File: config.mk
export PLATFORM = sky130hd
export DESIGN_NAME = bmp_header_validator_core_flat
export DESIGN_NICKNAME = d
export VERILOG_FILES = /design/src/rtl/bhv_pkg.sv /design/src/rtl/bhv_req_if.sv /design/src/rtl/bhv_rsp_if.sv /design/src/rtl/bhv_eval.sv /design/src/rtl/bmp_header_validator_core.sv /design/src/flat_wrapper.sv
export SDC_FILE = /design/constraint.sdc
export NUM_CORES = 1
export LEC_CHECK = 0
export BUFFER_PORTS_ARGS = -buffer_cell sky130_fd_sc_hd__buf_2
export CAP_MARGIN = 10
export CORE_MARGIN = 8
export CORE_UTILIZATION = 62
export CTS_CLUSTER_SIZE = 10
export DETAILED_ROUTE_END_ITERATION = 16
export PLACE_DENSITY = 0.77
export SYNTH_ARGS = -nofsm -noshare
export SYNTH_HDL_FRONTEND = slang
export SYNTH_HIERARCHICAL = 1
export SYNTH_SLANG_ARGS = --single-unit
File: constraint.sdc
create_clock -name clock -period 15.4 [get_ports clock]
set_input_delay 3.08 -clock clock [delete_from_list [all_inputs] [get_ports clock]]
set_output_delay 3.08 -clock clock [all_outputs]
set_load 0.005 [all_outputs]
File: src/rtl/bhv_pkg.sv
// bmp header validator: shared constants and types
// no dependencies; used by bhv_eval and bmp_header_validator_core

package bhv_pkg;

   // header layout, byte positions from the start of the file
   localparam int HdrLen    = 54;
   localparam int OfsPixels = 10;
   localparam int OfsWidth  = 18;
   localparam int OfsHeight = 22;
   localparam int OfsBpp    = 28;

   // field widths
   localparam int CountW  = 6;
   localparam int StrideW = 18;
   localparam int SizeW   = 34;
   localparam int SideW   = 16;

   // accepted format
   localparam logic [7:0]  MagicB  = 8'h42;
   localparam logic [7:0]  MagicM  = 8'h4D;
   localparam logic [15:0] BppTrue = 16'd24;
   localparam logic [31:0] MaxSide = 32'd65535;
   localparam logic [31:0] HeightMin = 32'h8000_0000;

   // captured header fields handed to the check stage
   typedef struct packed {
      logic        magic_ok;
      logic [15:0] bits;
      logic [31:0] offset;
      logic [31:0] width;
      logic [31:0] height;
   } hdr_fields_type;

endpackage

File: src/rtl/bhv_req_if.sv
// bmp header validator: header byte channel
// depends on nothing

interface bhv_req_if;
   logic       valid;
   logic       ready;
   logic [7:0] header_byte;
   logic       start_req;

   modport source (output valid, output header_byte, output start_req, input ready);
   modport sink   (input valid, input header_byte, input start_req, output ready);
endinterface

File: src/rtl/bhv_rsp_if.sv
// bmp header validator: result channel
// depends on nothing

interface bhv_rsp_if;
   logic        valid;
   logic        ready;
   logic        status;
   logic [15:0] image_width;
   logic [15:0] image_height;
   logic        rows_top_first;
   logic [17:0] line_pitch;
   logic [33:0] pixel_data_size;
   logic [31:0] pixel_start;

   modport source (output valid, output status, output image_width, output image_height,
                   output rows_top_first, output line_pitch, output pixel_data_size,
                   output pixel_start, input ready);
   modport sink   (input valid, input status, input image_width, input image_height,
                   input rows_top_first, input line_pitch, input pixel_data_size,
                   input pixel_start, output ready);
endinterface

File: src/rtl/bhv_eval.sv
// bmp header validator: two-stage check of the captured header and result register
// depends on bhv_pkg and bhv_rsp_if

module bhv_eval #(
   parameter logic [31:0] MaxSide = bhv_pkg::MaxSide
) (
   input  logic                    clock,
   input  logic                    reset,
   input  logic                    load,
   input  bhv_pkg::hdr_fields_type fields,
   input  logic [31:0]             file_length,
   output logic                    slot_free,
   bhv_rsp_if.source               rsp_chan
);

   // stage one registers
   logic        s1_valid_ff, s1_valid_in;
   logic        s1_bad_ff;
   logic        s1_neg_ff;
   logic [15:0] s1_w_ff;
   logic [15:0] s1_h_ff;
   logic [17:0] s1_stride_ff;
   logic [31:0] s1_avail_ff;
   logic [31:0] s1_offset_ff;

   // result registers
   logic        rsp_valid_ff, rsp_valid_in;
   logic        status_ff;
   logic [15:0] width_ff;
   logic [15:0] height_ff;
   logic        top_first_ff;
   logic [17:0] stride_ff;
   logic [33:0] size_ff;
   logic [31:0] start_ff;

   logic        s1_adv;
   logic        neg;
   logic [31:0] h_mag;
   logic        bad1;
   logic [17:0] stride;
   logic [33:0] size;
   logic        bad2;

   // stage one: field checks, magnitude, stride and room left after the offset
   always_comb begin
      neg   = fields.height[31];
      h_mag = neg ? (~fields.height + 32'd1) : fields.height;
      bad1  = (file_length < 32'(bhv_pkg::HdrLen))
           || !fields.magic_ok
           || (fields.bits != bhv_pkg::BppTrue)
           || (fields.offset < 32'(bhv_pkg::HdrLen))
           || (fields.offset > file_length)
           || fields.width[31]
           || (fields.width == 32'd0)
           || (fields.height == 32'd0)
           || (fields.height == bhv_pkg::HeightMin)
           || (fields.width > MaxSide)
           || (h_mag > MaxSide);
      // width times three plus three, rounded down to a multiple of four
      stride = ({2'b00, fields.width[15:0]} + {1'b0, fields.width[15:0], 1'b0} + 18'd3)
             & ~18'd3;
   end

   // stage two: data size against the bytes after the pixel offset
   assign size = 34'(s1_stride_ff) * 34'(s1_h_ff);
   assign bad2 = s1_bad_ff || (size > {2'b00, s1_avail_ff});

   // handshake between the stages
   assign s1_adv    = !rsp_valid_ff || rsp_chan.ready;
   assign slot_free = !s1_valid_ff || s1_adv;

   always_comb begin
      s1_valid_in = s1_valid_ff;
      if (load) begin
         s1_valid_in = 1'b1;
      end else if (s1_adv) begin
         s1_valid_in = 1'b0;
      end
      rsp_valid_in = s1_adv ? s1_valid_ff : rsp_valid_ff;
   end

   // control registers
   always_ff @(posedge clock) begin
      if (reset) begin
         s1_valid_ff  <= 1'b0;
         rsp_valid_ff <= 1'b0;
      end else begin
         s1_valid_ff  <= s1_valid_in;
         rsp_valid_ff <= rsp_valid_in;
      end
   end

   // stage one payload
   always_ff @(posedge clock) begin
      if (load) begin
         s1_bad_ff    <= bad1;
         s1_neg_ff    <= neg;
         s1_w_ff      <= fields.width[15:0];
         s1_h_ff      <= h_mag[15:0];
         s1_stride_ff <= stride;
         s1_avail_ff  <= file_length - fields.offset;
         s1_offset_ff <= fields.offset;
      end
   end

   // result payload, zero geometry on error
   always_ff @(posedge clock) begin
      if (s1_adv && s1_valid_ff) begin
         status_ff    <= bad2;
         width_ff     <= bad2 ? 16'd0 : s1_w_ff;
         height_ff    <= bad2 ? 16'd0 : s1_h_ff;
         top_first_ff <= bad2 ? 1'b0 : s1_neg_ff;
         stride_ff    <= bad2 ? 18'd0 : s1_stride_ff;
         size_ff      <= bad2 ? 34'd0 : size;
         start_ff     <= bad2 ? 32'd0 : s1_offset_ff;
      end
   end

   assign rsp_chan.valid           = rsp_valid_ff;
   assign rsp_chan.status          = status_ff;
   assign rsp_chan.image_width     = width_ff;
   assign rsp_chan.image_height    = height_ff;
   assign rsp_chan.rows_top_first  = top_first_ff;
   assign rsp_chan.line_pitch      = stride_ff;
   assign rsp_chan.pixel_data_size = size_ff;
   assign rsp_chan.pixel_start     = start_ff;

endmodule

File: src/rtl/bmp_header_validator_core.sv
// bmp header validator top level: byte counter, field capture, length register
// depends on bhv_pkg, bhv_req_if, bhv_rsp_if and bhv_eval
//
//  channel   dir  handshake            payload
//  req_chan  in   valid / ready        header_byte, start_req
//  rsp_chan  out  valid / ready        status, geometry, pixel_start
//  csr       in   csr_wr_en            csr_wr_data (file length)
//
// one header byte is taken per cycle while ready is high; 54 bytes give one result.
// after the 54th byte is accepted the stage one registers hold the field checks,
// then the result register takes the stride by height multiply and size compare.
// reset clears the count, the captured fields and the file length to zero.
// a stalled result holds in the output register; bytes keep flowing until a
// second finished header is waiting behind it, then req ready drops.

module bmp_header_validator_core #(
   parameter logic [31:0] MaxSide = bhv_pkg::MaxSide
) (
   input  logic        clock,
   input  logic        reset,
   bhv_req_if.sink     req_chan,
   bhv_rsp_if.source   rsp_chan,
   input  logic        csr_wr_en,
   input  logic [31:0] csr_wr_data
);

   logic [5:0]  count_ff, count_in;
   logic        magic_ff, magic_in;
   logic [15:0] bits_ff, bits_in;
   logic [31:0] offset_ff, offset_in;
   logic [31:0] width_ff, width_in;
   logic [31:0] height_ff, height_in;
   logic [31:0] length_ff;

   logic        accept;
   logic [5:0]  pos;
   logic        take;
   logic        load;
   logic        slot_free;
   logic [1:0]  off_lane, wid_lane, hgt_lane;
   logic        bpp_lane;
   logic [7:0]  hbyte;
   bhv_pkg::hdr_fields_type fields;

   assign accept = req_chan.valid && slot_free;
   assign hbyte  = req_chan.header_byte;

   // position of this word; a start request restarts at zero
   assign pos  = req_chan.start_req ? 6'd0 : count_ff;
   assign take = accept && (pos < 6'(bhv_pkg::HdrLen));
   assign load = take && (pos == 6'(bhv_pkg::HdrLen - 1));

   assign off_lane = 2'(pos - 6'(bhv_pkg::OfsPixels));
   assign wid_lane = 2'(pos - 6'(bhv_pkg::OfsWidth));
   assign hgt_lane = 2'(pos - 6'(bhv_pkg::OfsHeight));
   assign bpp_lane = 1'(pos - 6'(bhv_pkg::OfsBpp));

   // field capture, little endian lanes
   always_comb begin
      count_in  = count_ff;
      magic_in  = magic_ff;
      bits_in   = bits_ff;
      offset_in = offset_ff;
      width_in  = width_ff;
      height_in = height_ff;
      if (accept && req_chan.start_req) begin
         count_in = 6'd0;
      end
      if (take) begin
         count_in = pos + 6'd1;
         case (pos) inside
            6'd0: begin
               magic_in = (hbyte == bhv_pkg::MagicB);
            end
            6'd1: begin
               magic_in = magic_ff && (hbyte == bhv_pkg::MagicM);
            end
            [6'(bhv_pkg::OfsPixels) : 6'(bhv_pkg::OfsPixels + 3)]: begin
               offset_in[off_lane*8 +: 8] = hbyte;
            end
            [6'(bhv_pkg::OfsWidth) : 6'(bhv_pkg::OfsWidth + 3)]: begin
               width_in[wid_lane*8 +: 8] = hbyte;
            end
            [6'(bhv_pkg::OfsHeight) : 6'(bhv_pkg::OfsHeight + 3)]: begin
               height_in[hgt_lane*8 +: 8] = hbyte;
            end
            [6'(bhv_pkg::OfsBpp) : 6'(bhv_pkg::OfsBpp + 1)]: begin
               bits_in[bpp_lane*8 +: 8] = hbyte;
            end
            default: begin
            end
         endcase
      end
   end

   // capture state and file length register
   always_ff @(posedge clock) begin
      if (reset) begin
         count_ff  <= 6'd0;
         magic_ff  <= 1'b0;
         bits_ff   <= 16'd0;
         offset_ff <= 32'd0;
         width_ff  <= 32'd0;
         height_ff <= 32'd0;
         length_ff <= 32'd0;
      end else begin
         count_ff  <= count_in;
         magic_ff  <= magic_in;
         bits_ff   <= bits_in;
         offset_ff <= offset_in;
         width_ff  <= width_in;
         height_ff <= height_in;
         if (csr_wr_en) begin
            length_ff <= csr_wr_data;
         end
      end
   end

   assign fields.magic_ok = magic_ff;
   assign fields.bits     = bits_ff;
   assign fields.offset   = offset_ff;
   assign fields.width    = width_ff;
   assign fields.height   = height_ff;

   assign req_chan.ready = slot_free;

   // header checks and result register
   bhv_eval #(
      .MaxSide (MaxSide)
   ) u_eval (
      .clock       (clock),
      .reset       (reset),
      .load        (load),
      .fields      (fields),
      .file_length (length_ff),
      .slot_free   (slot_free),
      .rsp_chan    (rsp_chan)
   );

endmodule
File: src/flat_wrapper.sv
// flat-port wrapper written by rule: the top's interface ports become plain ports
module bmp_header_validator_core_flat 
#(
   parameter logic [31:0] MaxSide = bhv_pkg::MaxSide
)
  (clock, reset, csr_wr_en, csr_wr_data, req_chan_valid, req_chan_header_byte, req_chan_start_req, req_chan_ready, rsp_chan_valid, rsp_chan_status, rsp_chan_image_width, rsp_chan_image_height, rsp_chan_rows_top_first, rsp_chan_line_pitch, rsp_chan_pixel_data_size, rsp_chan_pixel_start, rsp_chan_ready);
  bhv_req_if req_chan_i ();
  bhv_rsp_if rsp_chan_i ();
  input  logic clock;
  input  logic reset;
  input  logic csr_wr_en;
  input  logic [31:0] csr_wr_data;
  input wire logic [$bits(req_chan_i.valid)-1:0] req_chan_valid;
  input wire logic [$bits(req_chan_i.header_byte)-1:0] req_chan_header_byte;
  input wire logic [$bits(req_chan_i.start_req)-1:0] req_chan_start_req;
  output wire logic [$bits(req_chan_i.ready)-1:0] req_chan_ready;
  output wire logic [$bits(rsp_chan_i.valid)-1:0] rsp_chan_valid;
  output wire logic [$bits(rsp_chan_i.status)-1:0] rsp_chan_status;
  output wire logic [$bits(rsp_chan_i.image_width)-1:0] rsp_chan_image_width;
  output wire logic [$bits(rsp_chan_i.image_height)-1:0] rsp_chan_image_height;
  output wire logic [$bits(rsp_chan_i.rows_top_first)-1:0] rsp_chan_rows_top_first;
  output wire logic [$bits(rsp_chan_i.line_pitch)-1:0] rsp_chan_line_pitch;
  output wire logic [$bits(rsp_chan_i.pixel_data_size)-1:0] rsp_chan_pixel_data_size;
  output wire logic [$bits(rsp_chan_i.pixel_start)-1:0] rsp_chan_pixel_start;
  input wire logic [$bits(rsp_chan_i.ready)-1:0] rsp_chan_ready;
  assign req_chan_i.valid = req_chan_valid;
  assign req_chan_i.header_byte = req_chan_header_byte;
  assign req_chan_i.start_req = req_chan_start_req;
  assign req_chan_ready = req_chan_i.ready;
  assign rsp_chan_valid = rsp_chan_i.valid;
  assign rsp_chan_status = rsp_chan_i.status;
  assign rsp_chan_image_width = rsp_chan_i.image_width;
  assign rsp_chan_image_height = rsp_chan_i.image_height;
  assign rsp_chan_rows_top_first = rsp_chan_i.rows_top_first;
  assign rsp_chan_line_pitch = rsp_chan_i.line_pitch;
  assign rsp_chan_pixel_data_size = rsp_chan_i.pixel_data_size;
  assign rsp_chan_pixel_start = rsp_chan_i.pixel_start;
  assign rsp_chan_i.ready = rsp_chan_ready;
  bmp_header_validator_core #(.MaxSide(MaxSide)) u_core (.clock(clock), .reset(reset), .req_chan(req_chan_i), .rsp_chan(rsp_chan_i), .csr_wr_en(csr_wr_en), .csr_wr_data(csr_wr_data));
endmodule
Yosys cells after proc, flatten, opt, wreduce, memory -nomap -nowiden:

Cells that the tools add are included.

* equal/unequal tests: 6
* reduce and logical (&&, ||, !) cells: 37
* $mul: 1
* shift operators: 8
* $add $sub $neg: 13
* bitwise operators: 6
* mux-type cells: 12
* $lt $le $gt $ge: 15

Operators by type and width (number)
* negator 5 -> 34 bit: 3
* variable shift 8 x 34 -> 32 bit (first input constant): 3
* variable part select 8 x 34 -> 32 bit: 3
* bitwise mux 32 bit: 3
* greater-than comparator 32 x 16 -> 1 bit (second input constant): 2
* zero test 32 bit: 2
* < comparator 32 x 6 -> 1 bit (second input constant): 2
* greater-than comparator 34 x 32 -> 1 bit: 1
* negator 4 -> 34 bit: 1
* variable shift 8 x 34 -> 16 bit (first input constant): 1
* variable part select 8 x 34 -> 16 bit: 1
* adder 32 x 1 -> 32 bit (second input constant): 1
* equality test 32 bit (second input constant): 1
* greater-than comparator 32 bit: 1
* multiplier 16 x 16 -> 32 bit: 1
* two-way mux 32 bit: 1
* inverter 32 bit: 1
* subtractor 32 bit: 1
* adder 16 x 17 -> 18 bit: 1
* adder 18 x 2 -> 18 bit (second input constant): 1
* >= comparator 6 x 5 -> 1 bit (second input constant): 3
* less-or-equal comparator 6 x 5 -> 1 bit (second input constant): 3
* two-way mux 6 bit: 3
* bitwise mux 16 bit: 1
* 22 further kinds: 57

* bits of input ports: 46
* word-level logic and storage cells: 121
* output and inout port bits: 120
* bits in registers: 381

Logic depth before layout (Yosys ltp):

* depth in word-level cells: 11
* depth in mapped cells: 35

Cells and area by module:

The synthesis kept the hierarchy.

Modules (own cells, without submodules)
* bhv_eval: times used 1, cells each 1988, seq. area each 6886.6 um^2, area each 20563.5 um^2
* bmp_header_validator_core: times used 1, cells each 597, seq. area each 3022.9 um^2, area each 5940.7 um^2

Worst setup path before layout:

OpenSTA, ideal clock, no wires.

* path kind: input-to-reg
* start: in req_chan_start_req
* end: reg u_core.u_eval.s1_avail_ff[0] (enable)
* slack: 3.125 ns
* stages on the path: 5
* required time: 14.671 ns
* buffers on the path: 1
* arrival time: 11.546 ns
* library setup time: 0.729 ns
* cells stage by stage: clkbuf_1 > nand2b_1 > ha_1 > nand2_1 > nor3_1

* cells in the longest elaborated chain, start to end: 4

Ends and longest elaborated chain
* start, declared: RTL line flat_wrapper.sv:15 `input wire logic [$bits(req_chan_i.start_req)-1:0] req_chan_start_req;`
* two-way mux 6 bit *: RTL line bmp_header_validator_core.sv:49 `assign pos = req_chan.start_req ? 6'd0 : count_ff;`
* < comparator 6 bit: RTL line bmp_header_validator_core.sv:50 `assign take = accept && (pos < 6'(bhv_pkg::HdrLen));`
* logical AND 1 bit: RTL line bmp_header_validator_core.sv:50
* logical AND 1 bit *: RTL line bmp_header_validator_core.sv:51 `assign load = take && (pos == 6'(bhv_pkg::HdrLen - 1));`
* net u_core.load: RTL line bmp_header_validator_core.sv:38 `logic load;`
* end signal, assigned: RTL line bhv_eval.sv:101 `s1_avail_ff <= file_length - fields.offset;`
* end, declared: RTL line bhv_eval.sv:23 `logic [31:0] s1_avail_ff;`

The timed path passes the listed nets; every way through them passes the cells marked *.
A chain may end at the register's enable or synchronous reset.

Worst setup path after layout:

* start: reg u_core.u_eval.s1_stride_ff[8]
* end: reg u_core.u_eval.size_ff[31] (netlist: u_core/u_eval/rsp_chan.pixel_data_size[31]), data pin

* cells in the longest elaborated chain, start to end: 3

Ends and longest elaborated chain
* start, declared: RTL line bhv_eval.sv:22 `logic [17:0] s1_stride_ff;`
* start signal, assigned: RTL line bhv_eval.sv:100 `s1_stride_ff <= stride;`
* multiplier 16 x 16 -> 32 bit: RTL line bhv_eval.sv:65 `assign size = 34'(s1_stride_ff) * 34'(s1_h_ff);`
* net u_core.u_eval.size[30]: RTL line bhv_eval.sv:41 `logic [33:0] size;`
* greater-than comparator 34 x 32 -> 1 bit: RTL line bhv_eval.sv:66 `assign bad2 = s1_bad_ff || (size > {2'b00, s1_avail_ff});`
* logical OR 1 bit: RTL line bhv_eval.sv:66
* end signal, assigned: RTL line bhv_eval.sv:114 `size_ff <= bad2 ? 34'd0 : size;`
* end, declared: RTL line bhv_eval.sv:33 `logic [33:0] size_ff;`

The timed path passes the listed nets, and every way through them passes these cells.

==> reports/results.txt <==
CP arrival: 9.62 ns
final hold violation count: 0
first-iteration detailed-routing DRC count: 1646
Final setup viols: 0
final WL: 68900 µm
Psw: 0.503 mW
multi-input logic area: 15000 µm²
Chip Height: 223 µm
ANT nets after route: 0
GP Congestion: 0.961
area of the die: 49600 µm²
Via density: 5.84
Synth-to-Final Area Change: 9.77%
pre-CTS setup slack: 6.32 ns
n_diodes: 0
combinational share of power: 0.054
cell-internal power: 1.69 mW
Netlist Area Pre-Place: 26500 µm²
first-pass GRT wire length: 108000 µm
WHS Path Cells: 0
Cell Pwr Density: 75.4 nW/µm²
CP endpoint kind: flop
RSZ-0062 raised after global routing: no
Starting Density: 0.630
Clock Path Buffers: 3
DP HPWL: 51500 µm
initial antenna violation count: 1
most used flip-flop cell after synthesis: edfxtp_1
Slowest cell on crit path: edfxtp_1
TritonCTS Buffers: 45
capturing point of the worst reg2reg path: u_core/u_eval/rsp_chan.pixel_data_size[31]
post-synthesis sequential area ratio: 0.374
max cap viols: 0
DR pass1 iterations: 6
setup TNS: 0 ns
hold slack: 0.445 ns
post_cts resized: 0
Cells after Synth: 2585
Worst Tran Pin Value: 1.06 ns
PortBufs: 161
sequential share of power: 0.495
TritonCTS clock tree: built
GR Overflow Total: 0
row cnt: 75
hold_buf cts: 0
H-tree depth: 2
setup repair bufs after CTS: 0
Worst R2R Start: u_core/u_eval/s1_stride_ff[8]
Hold Crit Start: u_core/offset_ff[2]
f_max: 109 MHz
Post-synth EDFFs: 228
Top-Level Pins: 166
FF-to-FF setup slack: 6.23 ns
post-synthesis area per instance: 10.3 µm²
Startpoint Class: flop
fin crit share: 0.595
maximum vdd ir drop: 0.0904 mV
largest net degree at the start of global routing: 72
post-route cell area: 29100 µm²
DRC errors left: 0
Switching Share: 0.230
DP Area: 27700 µm²
share of cells above drive strength 1: 0.0944
CP Class: flop to flop
Setup Skew: 0.0217 ns
synth warn: 6
root buf cell: clkbuf_16
Vias: 19.2k
Crit Path Max Fanout: 57
ys async rst share: 0
vias in the first global route: 20.1k
Clk Latency, worst-skew pair: 0.59 ns
FF+latch area: 9910 µm²
leakage: 13.9 nW
Worst-path clk slew: 0.05 ns
#FFs+latches synth: 381
Final Util: 0.692
post-synthesis cell type count: 80
CTS Sinks: 381
Final min period: 9.17 ns
Slew Viols, Final: 0
Final WS setup: 6.23 ns
Layout Nets: 3174
clock power share: 0.451
WL/cell: 20.9 µm
Hold WC Path Type: flop to flop
worst reg2reg path depth: 31
outcome: complete, no violations
fill cell count: 3222
WHS Endpoint: u_core/u_eval/s1_offset_ff[2]
die span in x: 223 µm
core area: 42000 µm²
most used cell, CP: fa_1
Crit path required time: 15.86 ns
Rel. slew slack: 0.283
total track usage: 0.274
max incr delay on CP: 0.87 ns
per-stage QoR:
step | power [mW] | instances
after floorplan | 1.19 | 2590
after global placement | 1.22 | 3214
after detailed placement | 1.22 | 3214
after CTS | 2.21 | 3293
after global routing | 2.26 | 3294
final | 2.19 | 3294
cells in the mapped netlist (all sizes together), types with 16 or more instances:
| cell | n | area share |
|---|---|---|
| inv | 345 | 0.049 |
| nand2 | 325 | 0.046 |
| and2 | 234 | 0.055 |
| edfxtp | 228 | 0.26 |
| ha | 210 | 0.099 |
| fa | 195 | 0.15 |
| dfxtp | 153 | 0.12 |
| mux2i | 150 | 0.057 |
| nor2 | 120 | 0.017 |
| clkbuf | 72 | 0.010 |
| a21oi | 70 | 0.013 |
| xnor2 | 62 | 0.020 |
| o21ai | 51 | 0.0096 |
| nor4 | 30 | 0.0090 |
| a21o | 28 | 0.0079 |
| nor3 | 25 | 0.0049 |
| nand3 | 23 | 0.0043 |
| nand4 | 22 | 0.0052 |
| o21a | 22 | 0.0062 |
| o21bai | 18 | 0.0051 |
| buf | 16 | 0.0035 |
state kept, by name, summed over array words and instances (netlist names), 32 cells and up:
name                                    flops
u_core/u_eval/rsp_chan.pixel_start         32
u_core/width_ff                            32
u_core/u_eval/s1_offset_ff                 32
u_core/u_eval/s1_avail_ff                  32
u_core/height_ff                           32
u_core/offset_ff                           32
u_core/u_eval/rsp_chan.pixel_data_size     32
u_core/length_ff                           32
cell type report:
class / instances / share of cell area
clock inverter: 6 / 0.00254
sequential: 381 / 0.341
clock buffer: 73 / 0.0434
multi-input combinational: 1775 / 0.514
inverter: 346 / 0.0446
tap: 539 / 0.0232
timing repair buffer: 174 / 0.0312
cell usage in the layout (no fill, tap or decap), types with 23 or more instances in the layout:
cell type	synthesis	layout
inv_1	345	344
nand2_1	322	322
and2_1	234	234
edfxtp_1	228	228
ha_1	210	210
fa_1	195	195
buf_2	3	161
dfxtp_1	153	153
mux2i_1	150	150
nor2_1	120	120
a21oi_1	70	70
xnor2_1	62	62
o21ai_0	51	51
clkbuf_16	0	45
a21o_1	28	28
nor4_1	26	26
clkbuf_1	72	25
nand3_1	23	23
critical path, delay by kind of cell, from the launching register on:
kind,cells,cell delay [ns]
muxes,1,0.43
adders and majority gates,8,3.69
buffers and inverters,6,0.74
AOI/OAI and AO/OA,10,2.49
and+or+nand+nor,6,0.79
DFF,1,0.87
how the worst max path moves through the flow:
| stage | from | end | cells after the start |
|---|---|---|---|
| floorplan | req_chan_start_req | u_core/u_eval/s1_avail_ff[0] | 5 |
| global placement | u_core/u_eval/s1_h_ff[8] | u_core/u_eval/rsp_chan.pixel_data_size[31] | 31 |
| detailed placement | u_core/u_eval/s1_h_ff[8] | u_core/u_eval/rsp_chan.pixel_data_size[31] | 31 |
| CTS | u_core/u_eval/s1_h_ff[8] | u_core/u_eval/rsp_chan.pixel_data_size[31] | 31 |
| global route | u_core/u_eval/s1_h_ff[8] | u_core/u_eval/rsp_chan.pixel_data_size[31] | 31 |
| finish | u_core/u_eval/s1_stride_ff[8] | u_core/u_eval/rsp_chan.pixel_data_size[31] | 31 |
cells by family after synthesis:
group | after synthesis | synth area share
AO/OA/AOI/OAI | 282 | 0.0713
AND/OR/NAND/NOR | 855 | 0.163
flip-flops | 381 | 0.374
other | 1 | 0.000141
buffers and inverters | 434 | 0.0627
XOR/XNOR | 76 | 0.0251
adder cells (fa/ha/maj) | 405 | 0.246
multiplexers | 151 | 0.0571
power by group through the flow:
| stage | clock [mW] | sequential (mW) | combinational (mW) |
|---|---|---|---|
| 2_1_floorplan | 0 | 1.10 | 0.0868 |
| 3_3_place_gp | 0 | 1.11 | 0.112 |
| 3_5_place_dp | 0 | 1.11 | 0.116 |
| 4_1_cts | 1.01 | 1.09 | 0.117 |
| 5_1_grt | 1.04 | 1.09 | 0.130 |
| 6_report | 0.988 | 1.09 | 0.119 |
layer usage:
metal | vias to the layer above | GRT usage | routed length, µm
li1 | 8900 | - | -
met1 | 9417 | 0.336 | 27400
met2 | 733 | 0.472 | 33900
met3 | 172 | 0.0495 | 4620
met4 | 0 | 0.119 | 2940
met5 | - | 0 | 0
Power figures use the tool's default switching activity.
